File: config.mk
export PLATFORM = sky130hd
export DESIGN_NAME = linear_deque_engine
export DESIGN_NICKNAME = d
export VERILOG_FILES = /design/src/rtl/core/ldq_pkg.sv /design/src/rtl/core/linear_deque_engine.sv /design/src/rtl/core/ldq_ram.sv /design/src/rtl/core/ldq_ctrl.sv /design/src/rtl/core/ldq_datapath.sv
export SDC_FILE = /design/constraint.sdc
export NUM_CORES = 2
export LEC_CHECK = 0
export ABC_AREA = 1
export BUFFER_PORTS_ARGS = -buffer_cell sky130_fd_sc_hd__buf_2
export CAP_MARGIN = 20
export CORE_ASPECT_RATIO = 0.8
export CORE_MARGIN = 8
export CORE_UTILIZATION = 35
export CTS_BUF_LIST = sky130_fd_sc_hd__clkbuf_16
export CTS_CLUSTER_DIAMETER = 60
export DETAILED_ROUTE_END_ITERATION = 7
export PLACE_DENSITY = 0.59
export SLEW_MARGIN = 25
export SYNTH_ARGS = -nofsm -noshare
export SYNTH_HDL_FRONTEND = slang
export SYNTH_SLANG_ARGS = --single-unit
File: constraint.sdc
create_clock -name aclk -period 5.6 [get_ports aclk]
set_clock_uncertainty 0.15 [all_clocks]
set_input_delay 0 -clock aclk [delete_from_list [all_inputs] [get_ports aclk]]
set_output_delay 0 -clock aclk [all_outputs]
set_load 0.02 [all_outputs]
File: src/rtl/core/ldq_pkg.sv
// Package with the shared constants, codes and types of the linear deque engine.
`default_nettype none

package ldq_pkg;

    localparam int DEPTH = 128;
    localparam int IDX_W = (DEPTH > 1) ? $clog2(DEPTH) : 1;
    localparam int CAP_W = 8;
    localparam int CMP_W = (IDX_W + 1 > CAP_W) ? IDX_W + 1 : CAP_W;
    localparam int WORD_W = 32;
    localparam int MODE_W = 2;
    localparam int STAT_W = 2;
    localparam int IN_TDATA_W = ((MODE_W + WORD_W + 7) / 8) * 8;
    localparam int OUT_TDATA_W = ((WORD_W + STAT_W + 7) / 8) * 8;

    localparam logic [CAP_W-1:0] CAP_RESET = 8'd128;

    localparam logic [MODE_W-1:0] MODE_PUSH_FRONT = 2'd0;
    localparam logic [MODE_W-1:0] MODE_PUSH_REAR  = 2'd1;
    localparam logic [MODE_W-1:0] MODE_POP_FRONT  = 2'd2;
    localparam logic [MODE_W-1:0] MODE_POP_REAR   = 2'd3;

    localparam logic [STAT_W-1:0] STAT_OK        = 2'd0;
    localparam logic [STAT_W-1:0] STAT_OVERFLOW  = 2'd1;
    localparam logic [STAT_W-1:0] STAT_UNDERFLOW = 2'd2;
    localparam logic [STAT_W-1:0] STAT_REFUSED   = 2'd3;

    typedef struct packed {
        logic accept;
        logic load_out;
    } ldq_cmd_t;

endpackage

`default_nettype wire

File: src/rtl/core/linear_deque_engine.sv
// Top level of the linear deque engine: controller, datapath and stream ports.
//
// A double-ended queue held in a linear array of entries. Each input
// transaction on the s_ channel carries one operation (push front, push rear,
// pop front, pop rear) and produces exactly one result transaction on the
// m_ channel with the popped word and a status code.
// Each transaction first updates the indices and issues the entry RAM access,
// then moves the registered RAM read into the result register. The controller
// waits out the registered read before it takes the next transaction, so it
// takes no new transaction before the last one is through, and a result is
// presented once the execute state has loaded the result register.
// A new input transaction is taken while the previous result is being taken
// in the same cycle; while the receiver stalls, the result is held and
// s_tready stays low.
// The cfg channel writes the capacity register and is always ready; write it
// only while the block is idle.
// Reset empties the deque and sets the capacity to 128; stored words are left
// undefined and are never read before being written.
`default_nettype none

module linear_deque_engine (
    input  wire logic                                aclk,
    input  wire logic                                aresetn,
    input  wire logic                                s_tvalid,
    output logic                                     s_tready,
    // Fields from bit 0: mode[1:0], value[33:2], zero padding.
    input  wire logic [ldq_pkg::IN_TDATA_W-1:0]      s_tdata,
    output logic                                     m_tvalid,
    input  wire logic                                m_tready,
    // Fields from bit 0: value_out[31:0], status[33:32], zero padding.
    output logic      [ldq_pkg::OUT_TDATA_W-1:0]     m_tdata,
    input  wire logic                                cfg_valid,
    output logic                                     cfg_ready,
    input  wire logic [ldq_pkg::CAP_W-1:0]           cfg_data
);

    ldq_pkg::ldq_cmd_t           cmd;
    logic [ldq_pkg::WORD_W-1:0]  value_out;
    logic [ldq_pkg::STAT_W-1:0]  status;

    assign cfg_ready = 1'b1;

    ldq_ctrl u_ctrl (
        .aclk     (aclk),
        .aresetn  (aresetn),
        .s_tvalid (s_tvalid),
        .s_tready (s_tready),
        .m_tvalid (m_tvalid),
        .m_tready (m_tready),
        .cmd      (cmd)
    );

    ldq_datapath u_datapath (
        .aclk      (aclk),
        .aresetn   (aresetn),
        .cmd       (cmd),
        .mode      (s_tdata[ldq_pkg::MODE_W-1:0]),
        .value     (s_tdata[ldq_pkg::MODE_W +: ldq_pkg::WORD_W]),
        .cfg_wr    (cfg_valid),
        .cfg_data  (cfg_data),
        .value_out (value_out),
        .status    (status)
    );

    assign m_tdata = ldq_pkg::OUT_TDATA_W'({status, value_out});

endmodule

`default_nettype wire

File: src/rtl/core/ldq_ram.sv
// Generic single-port-write, single-port-read RAM with a registered read.
`default_nettype none

module ldq_ram #(
    parameter int WIDTH = 32,
    parameter int DEPTH = 128
) (
    input  wire logic                                   aclk,
    input  wire logic                                   wr_en,
    input  wire logic [((DEPTH > 1) ? $clog2(DEPTH) : 1)-1:0] wr_addr,
    input  wire logic [WIDTH-1:0]                       wr_data,
    input  wire logic                                   rd_en,
    input  wire logic [((DEPTH > 1) ? $clog2(DEPTH) : 1)-1:0] rd_addr,
    output logic      [WIDTH-1:0]                       rd_data
);

    logic [WIDTH-1:0] mem [DEPTH];

    always_ff @(posedge aclk) begin
        if (wr_en) begin
            mem[wr_addr] <= wr_data;
        end
        if (rd_en) begin
            rd_data <= mem[rd_addr];
        end
    end

endmodule

`default_nettype wire

File: src/rtl/core/ldq_ctrl.sv
// Controller state machine that sequences each transaction through the datapath.
`default_nettype none

module ldq_ctrl (
    input  wire logic             aclk,
    input  wire logic             aresetn,
    input  wire logic             s_tvalid,
    output logic                  s_tready,
    output logic                  m_tvalid,
    input  wire logic             m_tready,
    output ldq_pkg::ldq_cmd_t     cmd
);

    typedef enum logic [1:0] {
        S_IDLE = 2'b01,
        S_EXEC = 2'b10
    } ldq_state_t;

    ldq_state_t state_reg, state_next;
    logic       m_valid_reg, m_valid_next;

    assign s_tready = (state_reg == S_IDLE) && (!m_valid_reg || m_tready);
    assign m_tvalid = m_valid_reg;

    always_comb begin
        state_next   = state_reg;
        m_valid_next = m_valid_reg;
        cmd.accept   = 1'b0;
        cmd.load_out = 1'b0;
        if (m_valid_reg && m_tready) begin
            m_valid_next = 1'b0;
        end
        case (state_reg)
            S_IDLE: begin
                if (s_tvalid && s_tready) begin
                    cmd.accept = 1'b1;
                    state_next = S_EXEC;
                end
            end
            S_EXEC: begin
                cmd.load_out = 1'b1;
                m_valid_next = 1'b1;
                state_next   = S_IDLE;
            end
            default: begin
                state_next = S_IDLE;
            end
        endcase
    end

    always_ff @(posedge aclk) begin
        if (!aresetn) begin
            state_reg   <= S_IDLE;
            m_valid_reg <= 1'b0;
        end else begin
            state_reg   <= state_next;
            m_valid_reg <= m_valid_next;
        end
    end

`ifndef SYNTHESIS
    a_accept_to_exec: assert property (@(posedge aclk) disable iff (!aresetn)
        (s_tvalid && s_tready) |=> (state_reg == S_EXEC))
        else $error("accepted transaction did not enter execution");
    a_exec_to_valid: assert property (@(posedge aclk) disable iff (!aresetn)
        (state_reg == S_EXEC) |=> m_valid_reg)
        else $error("result not presented after execution");
    a_no_accept_while_busy: assert property (@(posedge aclk) disable iff (!aresetn)
        (state_reg == S_EXEC) |-> !s_tready)
        else $error("input ready while a transaction executes");
`endif

endmodule

`default_nettype wire

File: src/rtl/core/ldq_datapath.sv
// Datapath with the deque indices, the entry RAM, the capacity register and result registers.
`default_nettype none

module ldq_datapath (
    input  wire logic                            aclk,
    input  wire logic                            aresetn,
    input  wire ldq_pkg::ldq_cmd_t               cmd,
    input  wire logic [ldq_pkg::MODE_W-1:0]      mode,
    input  wire logic [ldq_pkg::WORD_W-1:0]      value,
    input  wire logic                            cfg_wr,
    input  wire logic [ldq_pkg::CAP_W-1:0]       cfg_data,
    output logic      [ldq_pkg::WORD_W-1:0]      value_out,
    output logic      [ldq_pkg::STAT_W-1:0]      status
);

    localparam logic [ldq_pkg::IDX_W-1:0] IDX_ONE  = ldq_pkg::IDX_W'(1);
    localparam logic [ldq_pkg::IDX_W-1:0] IDX_ZERO = '0;
    localparam logic [ldq_pkg::CMP_W-1:0] DEPTH_C  = ldq_pkg::CMP_W'(ldq_pkg::DEPTH);

    logic [ldq_pkg::IDX_W-1:0]  front_reg, front_next;
    logic [ldq_pkg::IDX_W-1:0]  rear_reg, rear_next;
    logic                       empty_reg, empty_next;
    logic [ldq_pkg::CAP_W-1:0]  cap_reg;
    logic [ldq_pkg::STAT_W-1:0] pend_status_reg, pend_status_next;
    logic                       pend_read_reg, pend_read_next;
    logic [ldq_pkg::WORD_W-1:0] value_out_reg;
    logic [ldq_pkg::STAT_W-1:0] status_reg;

    logic [ldq_pkg::CMP_W-1:0]  cap_ext;
    logic [ldq_pkg::CMP_W-1:0]  used;
    logic                       rear_full;

    logic                       wr_en;
    logic [ldq_pkg::IDX_W-1:0]  wr_addr;
    logic                       rd_en;
    logic [ldq_pkg::IDX_W-1:0]  rd_addr;
    logic [ldq_pkg::WORD_W-1:0] rd_data;

    assign cap_ext   = ldq_pkg::CMP_W'(cap_reg);
    assign used      = (cap_ext == '0) ? ldq_pkg::CMP_W'(1) :
                       ((cap_ext > DEPTH_C) ? DEPTH_C : cap_ext);
    assign rear_full = ldq_pkg::CMP_W'(rear_reg) >= (used - ldq_pkg::CMP_W'(1));

    always_comb begin
        front_next       = front_reg;
        rear_next        = rear_reg;
        empty_next       = empty_reg;
        pend_status_next = pend_status_reg;
        pend_read_next   = pend_read_reg;
        wr_en            = 1'b0;
        wr_addr          = front_reg;
        rd_en            = 1'b0;
        rd_addr          = front_reg;
        if (cmd.accept) begin
            pend_status_next = ldq_pkg::STAT_OK;
            pend_read_next   = 1'b0;
            case (mode)
                ldq_pkg::MODE_PUSH_FRONT: begin
                    if (empty_reg) begin
                        pend_status_next = ldq_pkg::STAT_REFUSED;
                    end else if (front_reg == IDX_ZERO) begin
                        pend_status_next = ldq_pkg::STAT_OVERFLOW;
                    end else begin
                        front_next = front_reg - IDX_ONE;
                        wr_en      = 1'b1;
                        wr_addr    = front_reg - IDX_ONE;
                    end
                end
                ldq_pkg::MODE_PUSH_REAR: begin
                    if (empty_reg) begin
                        front_next = IDX_ZERO;
                        rear_next  = IDX_ZERO;
                        empty_next = 1'b0;
                        wr_en      = 1'b1;
                        wr_addr    = IDX_ZERO;
                    end else if (rear_full) begin
                        pend_status_next = ldq_pkg::STAT_OVERFLOW;
                    end else begin
                        rear_next = rear_reg + IDX_ONE;
                        wr_en     = 1'b1;
                        wr_addr   = rear_reg + IDX_ONE;
                    end
                end
                ldq_pkg::MODE_POP_FRONT: begin
                    if (empty_reg) begin
                        pend_status_next = ldq_pkg::STAT_UNDERFLOW;
                    end else begin
                        pend_read_next = 1'b1;
                        rd_en          = 1'b1;
                        rd_addr        = front_reg;
                        if (front_reg == rear_reg) begin
                            front_next = IDX_ZERO;
                            rear_next  = IDX_ZERO;
                            empty_next = 1'b1;
                        end else begin
                            front_next = front_reg + IDX_ONE;
                        end
                    end
                end
                ldq_pkg::MODE_POP_REAR: begin
                    if (empty_reg) begin
                        pend_status_next = ldq_pkg::STAT_UNDERFLOW;
                    end else begin
                        pend_read_next = 1'b1;
                        rd_en          = 1'b1;
                        rd_addr        = rear_reg;
                        if (front_reg == rear_reg) begin
                            front_next = IDX_ZERO;
                            rear_next  = IDX_ZERO;
                            empty_next = 1'b1;
                        end else begin
                            rear_next = rear_reg - IDX_ONE;
                        end
                    end
                end
                default: begin
                    pend_status_next = ldq_pkg::STAT_OK;
                end
            endcase
        end
    end

    ldq_ram #(
        .WIDTH (ldq_pkg::WORD_W),
        .DEPTH (ldq_pkg::DEPTH)
    ) u_ram (
        .aclk    (aclk),
        .wr_en   (wr_en),
        .wr_addr (wr_addr),
        .wr_data (value),
        .rd_en   (rd_en),
        .rd_addr (rd_addr),
        .rd_data (rd_data)
    );

    always_ff @(posedge aclk) begin
        if (!aresetn) begin
            front_reg       <= IDX_ZERO;
            rear_reg        <= IDX_ZERO;
            empty_reg       <= 1'b1;
            cap_reg         <= ldq_pkg::CAP_RESET;
            pend_status_reg <= ldq_pkg::STAT_OK;
            pend_read_reg   <= 1'b0;
        end else begin
            front_reg       <= front_next;
            rear_reg        <= rear_next;
            empty_reg       <= empty_next;
            pend_status_reg <= pend_status_next;
            pend_read_reg   <= pend_read_next;
            if (cfg_wr) begin
                cap_reg <= cfg_data;
            end
        end
    end

    always_ff @(posedge aclk) begin
        if (cmd.load_out) begin
            value_out_reg <= pend_read_reg ? rd_data : '0;
            status_reg    <= pend_status_reg;
        end
    end

    assign value_out = value_out_reg;
    assign status    = status_reg;

`ifndef SYNTHESIS
    a_empty_indices: assert property (@(posedge aclk) disable iff (!aresetn)
        empty_reg |-> (front_reg == IDX_ZERO && rear_reg == IDX_ZERO))
        else $error("empty deque with nonzero indices");
    a_index_order: assert property (@(posedge aclk) disable iff (!aresetn)
        !empty_reg |-> (front_reg <= rear_reg))
        else $error("front index passed rear index");
    a_read_ok_status: assert property (@(posedge aclk) disable iff (!aresetn)
        pend_read_reg |-> (pend_status_reg == ldq_pkg::STAT_OK))
        else $error("pending read with failure status");
`endif

endmodule

`default_nettype wire

==> impl_metrics.sql <==
INSERT INTO impl_metrics (metric_group, metric, value, unit) VALUES
('synth', 'yosys-top-cells-area', 'edfxtp_1, nand3_1, nand2_1', ''),
('cells_and_area', 'final_layout_size_suffix_gt1_frac', '0.0955', ''),
('synth', 'syn_area', '171000', 'um^2'),
('timing', 'period_share', '0.937', ''),
('synth', 'netlist.area_leader.share', '0.729', ''),
('worst_setup_path', 'cp_data_required_time', '6040', 'ps'),
('worst_setup_path', 'ff2ff_path_depth', '22', ''),
('grt', 'globalRouteTotalUtil', '0.214', ''),
('clock_tree', 'clockRootBuffer', 'clkbuf_16', ''),
('drt', 'first_iter_violations', '19100', ''),
('timing', 'hold_viol_final', '0', ''),
('flow_run', 'number_of_max_cap_violations', '0', ''),
('power_and_ir_drop', 'vdd_ir_drop_max', '0.281', 'mV'),
('worst_setup_path', 'critical_path_buffers_and_inverters', '4', ''),
('power_and_ir_drop', 'leakage', '67.5', 'nW'),
('synth', 'postSynthRegisterBits', '4191', ''),
('cells_and_area', 'final_cell_area', '198000', 'um^2'),
('worst_setup_path', 'timing.rr.start', 'u_datapath.cap_ext[1]', ''),
('worst_setup_path', 'regToRegSetupSlack', '350', 'ps'),
('timing', 'timing.slew.headroom', '0.258', ''),
('floorplan', 'standard_cell_rows', '230', ''),
('worst_setup_path', 'worst_setup_path_endpoint', 'u_datapath.u_ram.mem[8][22]', ''),
('clock_tree', 'cts.clk_slew.worst_paths', '60', 'ps'),
('grt', 'wire_length_of_the_first_global_routing_pass', '810000', 'um'),
('drt', 'drtAntennaViolNets', '0', ''),
('worst_setup_path', 'critical-path-top-delay-family', 'simple AND/OR/NAND/NOR gates', ''),
('timing', 'final_report_setup_violation_count', '0', ''),
('outcome', 'outcome', 'completed', ''),
('clock_tree', 'cts-htree-levels', '5', ''),
('timing', 'rsz0062_at_grt', 'no', ''),
('timing', 'actual_transition_at_the_worst_max_transition_pin', '1110', 'ps'),
('drt', 'drt-wirelength-per-cell', '27.5', 'um'),
('floorplan', 'design.die.area', '512000', 'um^2'),
('placed_design', 'numPortBuffers', '82', ''),
('synth', 'seq_area_frac_synth', '0.733', ''),
('floorplan', 'initial_util', '0.350', ''),
('timing', 'period_needed', '5250', 'ps'),
('clock_tree', 'numClockSinks', '4191', ''),
('grt', 'grt_start_max_net_pins', '160', ''),
('grt', 'initial_antenna_violation_count', '38', ''),
('drt', 'drc', '0', ''),
('power_and_ir_drop', 'power.density', '370', 'nW/um^2'),
('floorplan', 'die_y', '642', 'um'),
('timing', 'max_clock_freq', '191', 'MHz'),
('drt', 'vias', '119000', ''),
('placed_design', 'dp_hpwl', '328000', 'um'),
('worst_setup_path', 'worstSetupPathDepth', '22', ''),
('synth', 'netlist_instances', '14100', ''),
('floorplan', 'core-area', '489000', 'um^2'),
('drt', 'firstDrtPassIters', '6', ''),
('worst_hold_path', 'hold_path.startpoint', 's_tdata[5]', ''),
('placed_design', 'placement.cell_area', '183000', 'um^2'),
('cells_and_area', 'layout.filler_cells', '45200', ''),
('clock_tree', 'tritoncts.num_buffers', '411', ''),
('worst_setup_path', 'critical_path_class', 'register to register', ''),
('synth', 'synth.avg_cell_area', '12.2', 'um^2'),
('worst_setup_path', 'timing.critical_path.slowest_stage_cell', 'nor2_2', ''),
('clock_tree', 'clockBufferDepth', '4', ''),
('timing', 'fin_setup_tns', '0', 'ps'),
('placed_design', 'routabilityCongestion', '0.907', ''),
('cells_and_area', 'design.final.nets', '14200', ''),
('drt', 'route.final.wire_length', '576000', 'um'),
('worst_setup_path', 'critical_path.startpoint', 'u_datapath.cap_ext[1]', ''),
('cells_and_area', 'largest_reg_flops', '4096', ''),
('worst_setup_path', 'critical_path_peak_fanout', '16', ''),
('clock_tree', 'cts_tree', 'yes', ''),
('drt', 'via_per_inst', '5.67', ''),
('grt', 'globalRouteOverflowTotal', '0', ''),
('grt', 'first_global_vias', '109000', ''),
('cells_and_area', 'multi_input_area', '41500', 'um^2'),
('cells_and_area', 'synthToLayoutAreaGrowth', '15.4', '%');
## how the worst min path moves through the flow
stage	endpoint	depth (start not counted)
after floorplan	u_datapath.u_ram.mem[0][0]	0
after global placement	u_datapath.cap_ext[7]	3
after detailed placement	u_datapath.cap_ext[7]	3
after CTS	u_datapath.u_ram.mem[125][3]	2
after global routing	u_datapath.u_ram.mem[74][30]	2
final	u_datapath.u_ram.mem[82][3]	2
## cell type report
| type | count | area share |
|---|---|---|
| Clock buffer | 414 | 0.0524 |
| Inverter | 93 | 0.00192 |
| Clock inverter | 335 | 0.0129 |
| Sequential cell | 4191 | 0.635 |
| Antenna cell | 11 | 0.000139 |
| Multi-Input combinational cell | 8683 | 0.210 |
| Tap cell | 6496 | 0.0411 |
| Timing Repair Buffer | 735 | 0.0461 |
## metal layers
layer  GRT usage  part of all wire  vias up
met5           0           0.00012        -
met4      0.0649             0.034       10
met3      0.0626              0.13      870
met2       0.304              0.42     7040
met1       0.313              0.41    59100
li1            -                 -    51800
## stage by stage
stage | cells | hold slack, ps | setup WS [ps] | power, mW
2_1_floorplan | 14100 | -51.1 | 323 | 41.3
3_3_place_gp | 20000 | 80.8 | -361 | 46.3
3_5_place_dp | 20000 | 98.8 | 109 | 46.3
4_1_cts | 20900 | 1.33 | 21.7 | 73.1
5_1_grt | 20900 | 24.5 | 32.9 | 75.2
6_report | 21000 | 36.1 | 353 | 73.2
## repair_timing
action                                   CTS  global route
setup buffers                              0            29
resized for setup                          0            20
endpoints found under the hold margin   4133            14
hold buffers                             120             1
endpoints found under the setup margin     0           755
## cell families (layout without fill, tap and decap cells)
group                    Yosys count  after routing  share of synthesized area
flip-flops                      4191           4191                      0.733
AND/OR/NAND/NOR                 8528           8546                      0.229
XOR/XNOR                          20             20                    0.00102
AO/OA/AOI/OAI                     97             97                    0.00333
other                              2             18                  0.0000438
buffers and inverters           1205           1577                     0.0323
adder cells (fa/ha/maj)           13             13                   0.000949
## placed cells by master, fill, tap and decap left out, types with 24 or more instances in the layout
cell type / count
dfxtp_1: 28
buf_4: 303
nor2_1: 50
nand2_1: 2592
nor2_4: 145
bufinv_16: 28
clkinv_1: 109
dlygate4sd3_1: 109
clkinv_2: 71
o21ai_0: 34
nand3_1: 5711
inv_1: 161
buf_12: 261
a21oi_1: 24
buf_2: 50
clkbuf_16: 414
edfxtp_1: 4162
## where the power goes
| group | internal (mW) | switching, mW | leakage (nW) |
|---|---|---|---|
| clock | 14.7 | 12.3 | 6.65 |
| combinational | 2.74 | 8.85 | 23.1 |
| sequential | 34.5 | 0.0374 | 37.7 |
| total | 52.0 | 21.2 | 67.5 |
## cells in the mapped netlist (all sizes together)
library cell and number:
nand3 5721, nand4 10, o31ai 1, clkbuf 301, a211oi 5, inv 91
a21oi 26, o2bb2ai 1, nor4 1, o21ai 43, nor2b 1, o211ai 3
nor3b 1, a21o 1, nor2 185, and2b 1, xnor2 5, clkinv 2
and3 1, a21boi 1, dfxtp 29, conb 2, a31oi 2, a22oi 2
and2 1, buf 811, o22ai 6, o21a 3, xor2 15, nand2 2597
a221oi 3, nor3 9, edfxtp 4162, ha 13
No activity file was read; power rests on OpenSTA's default activity.
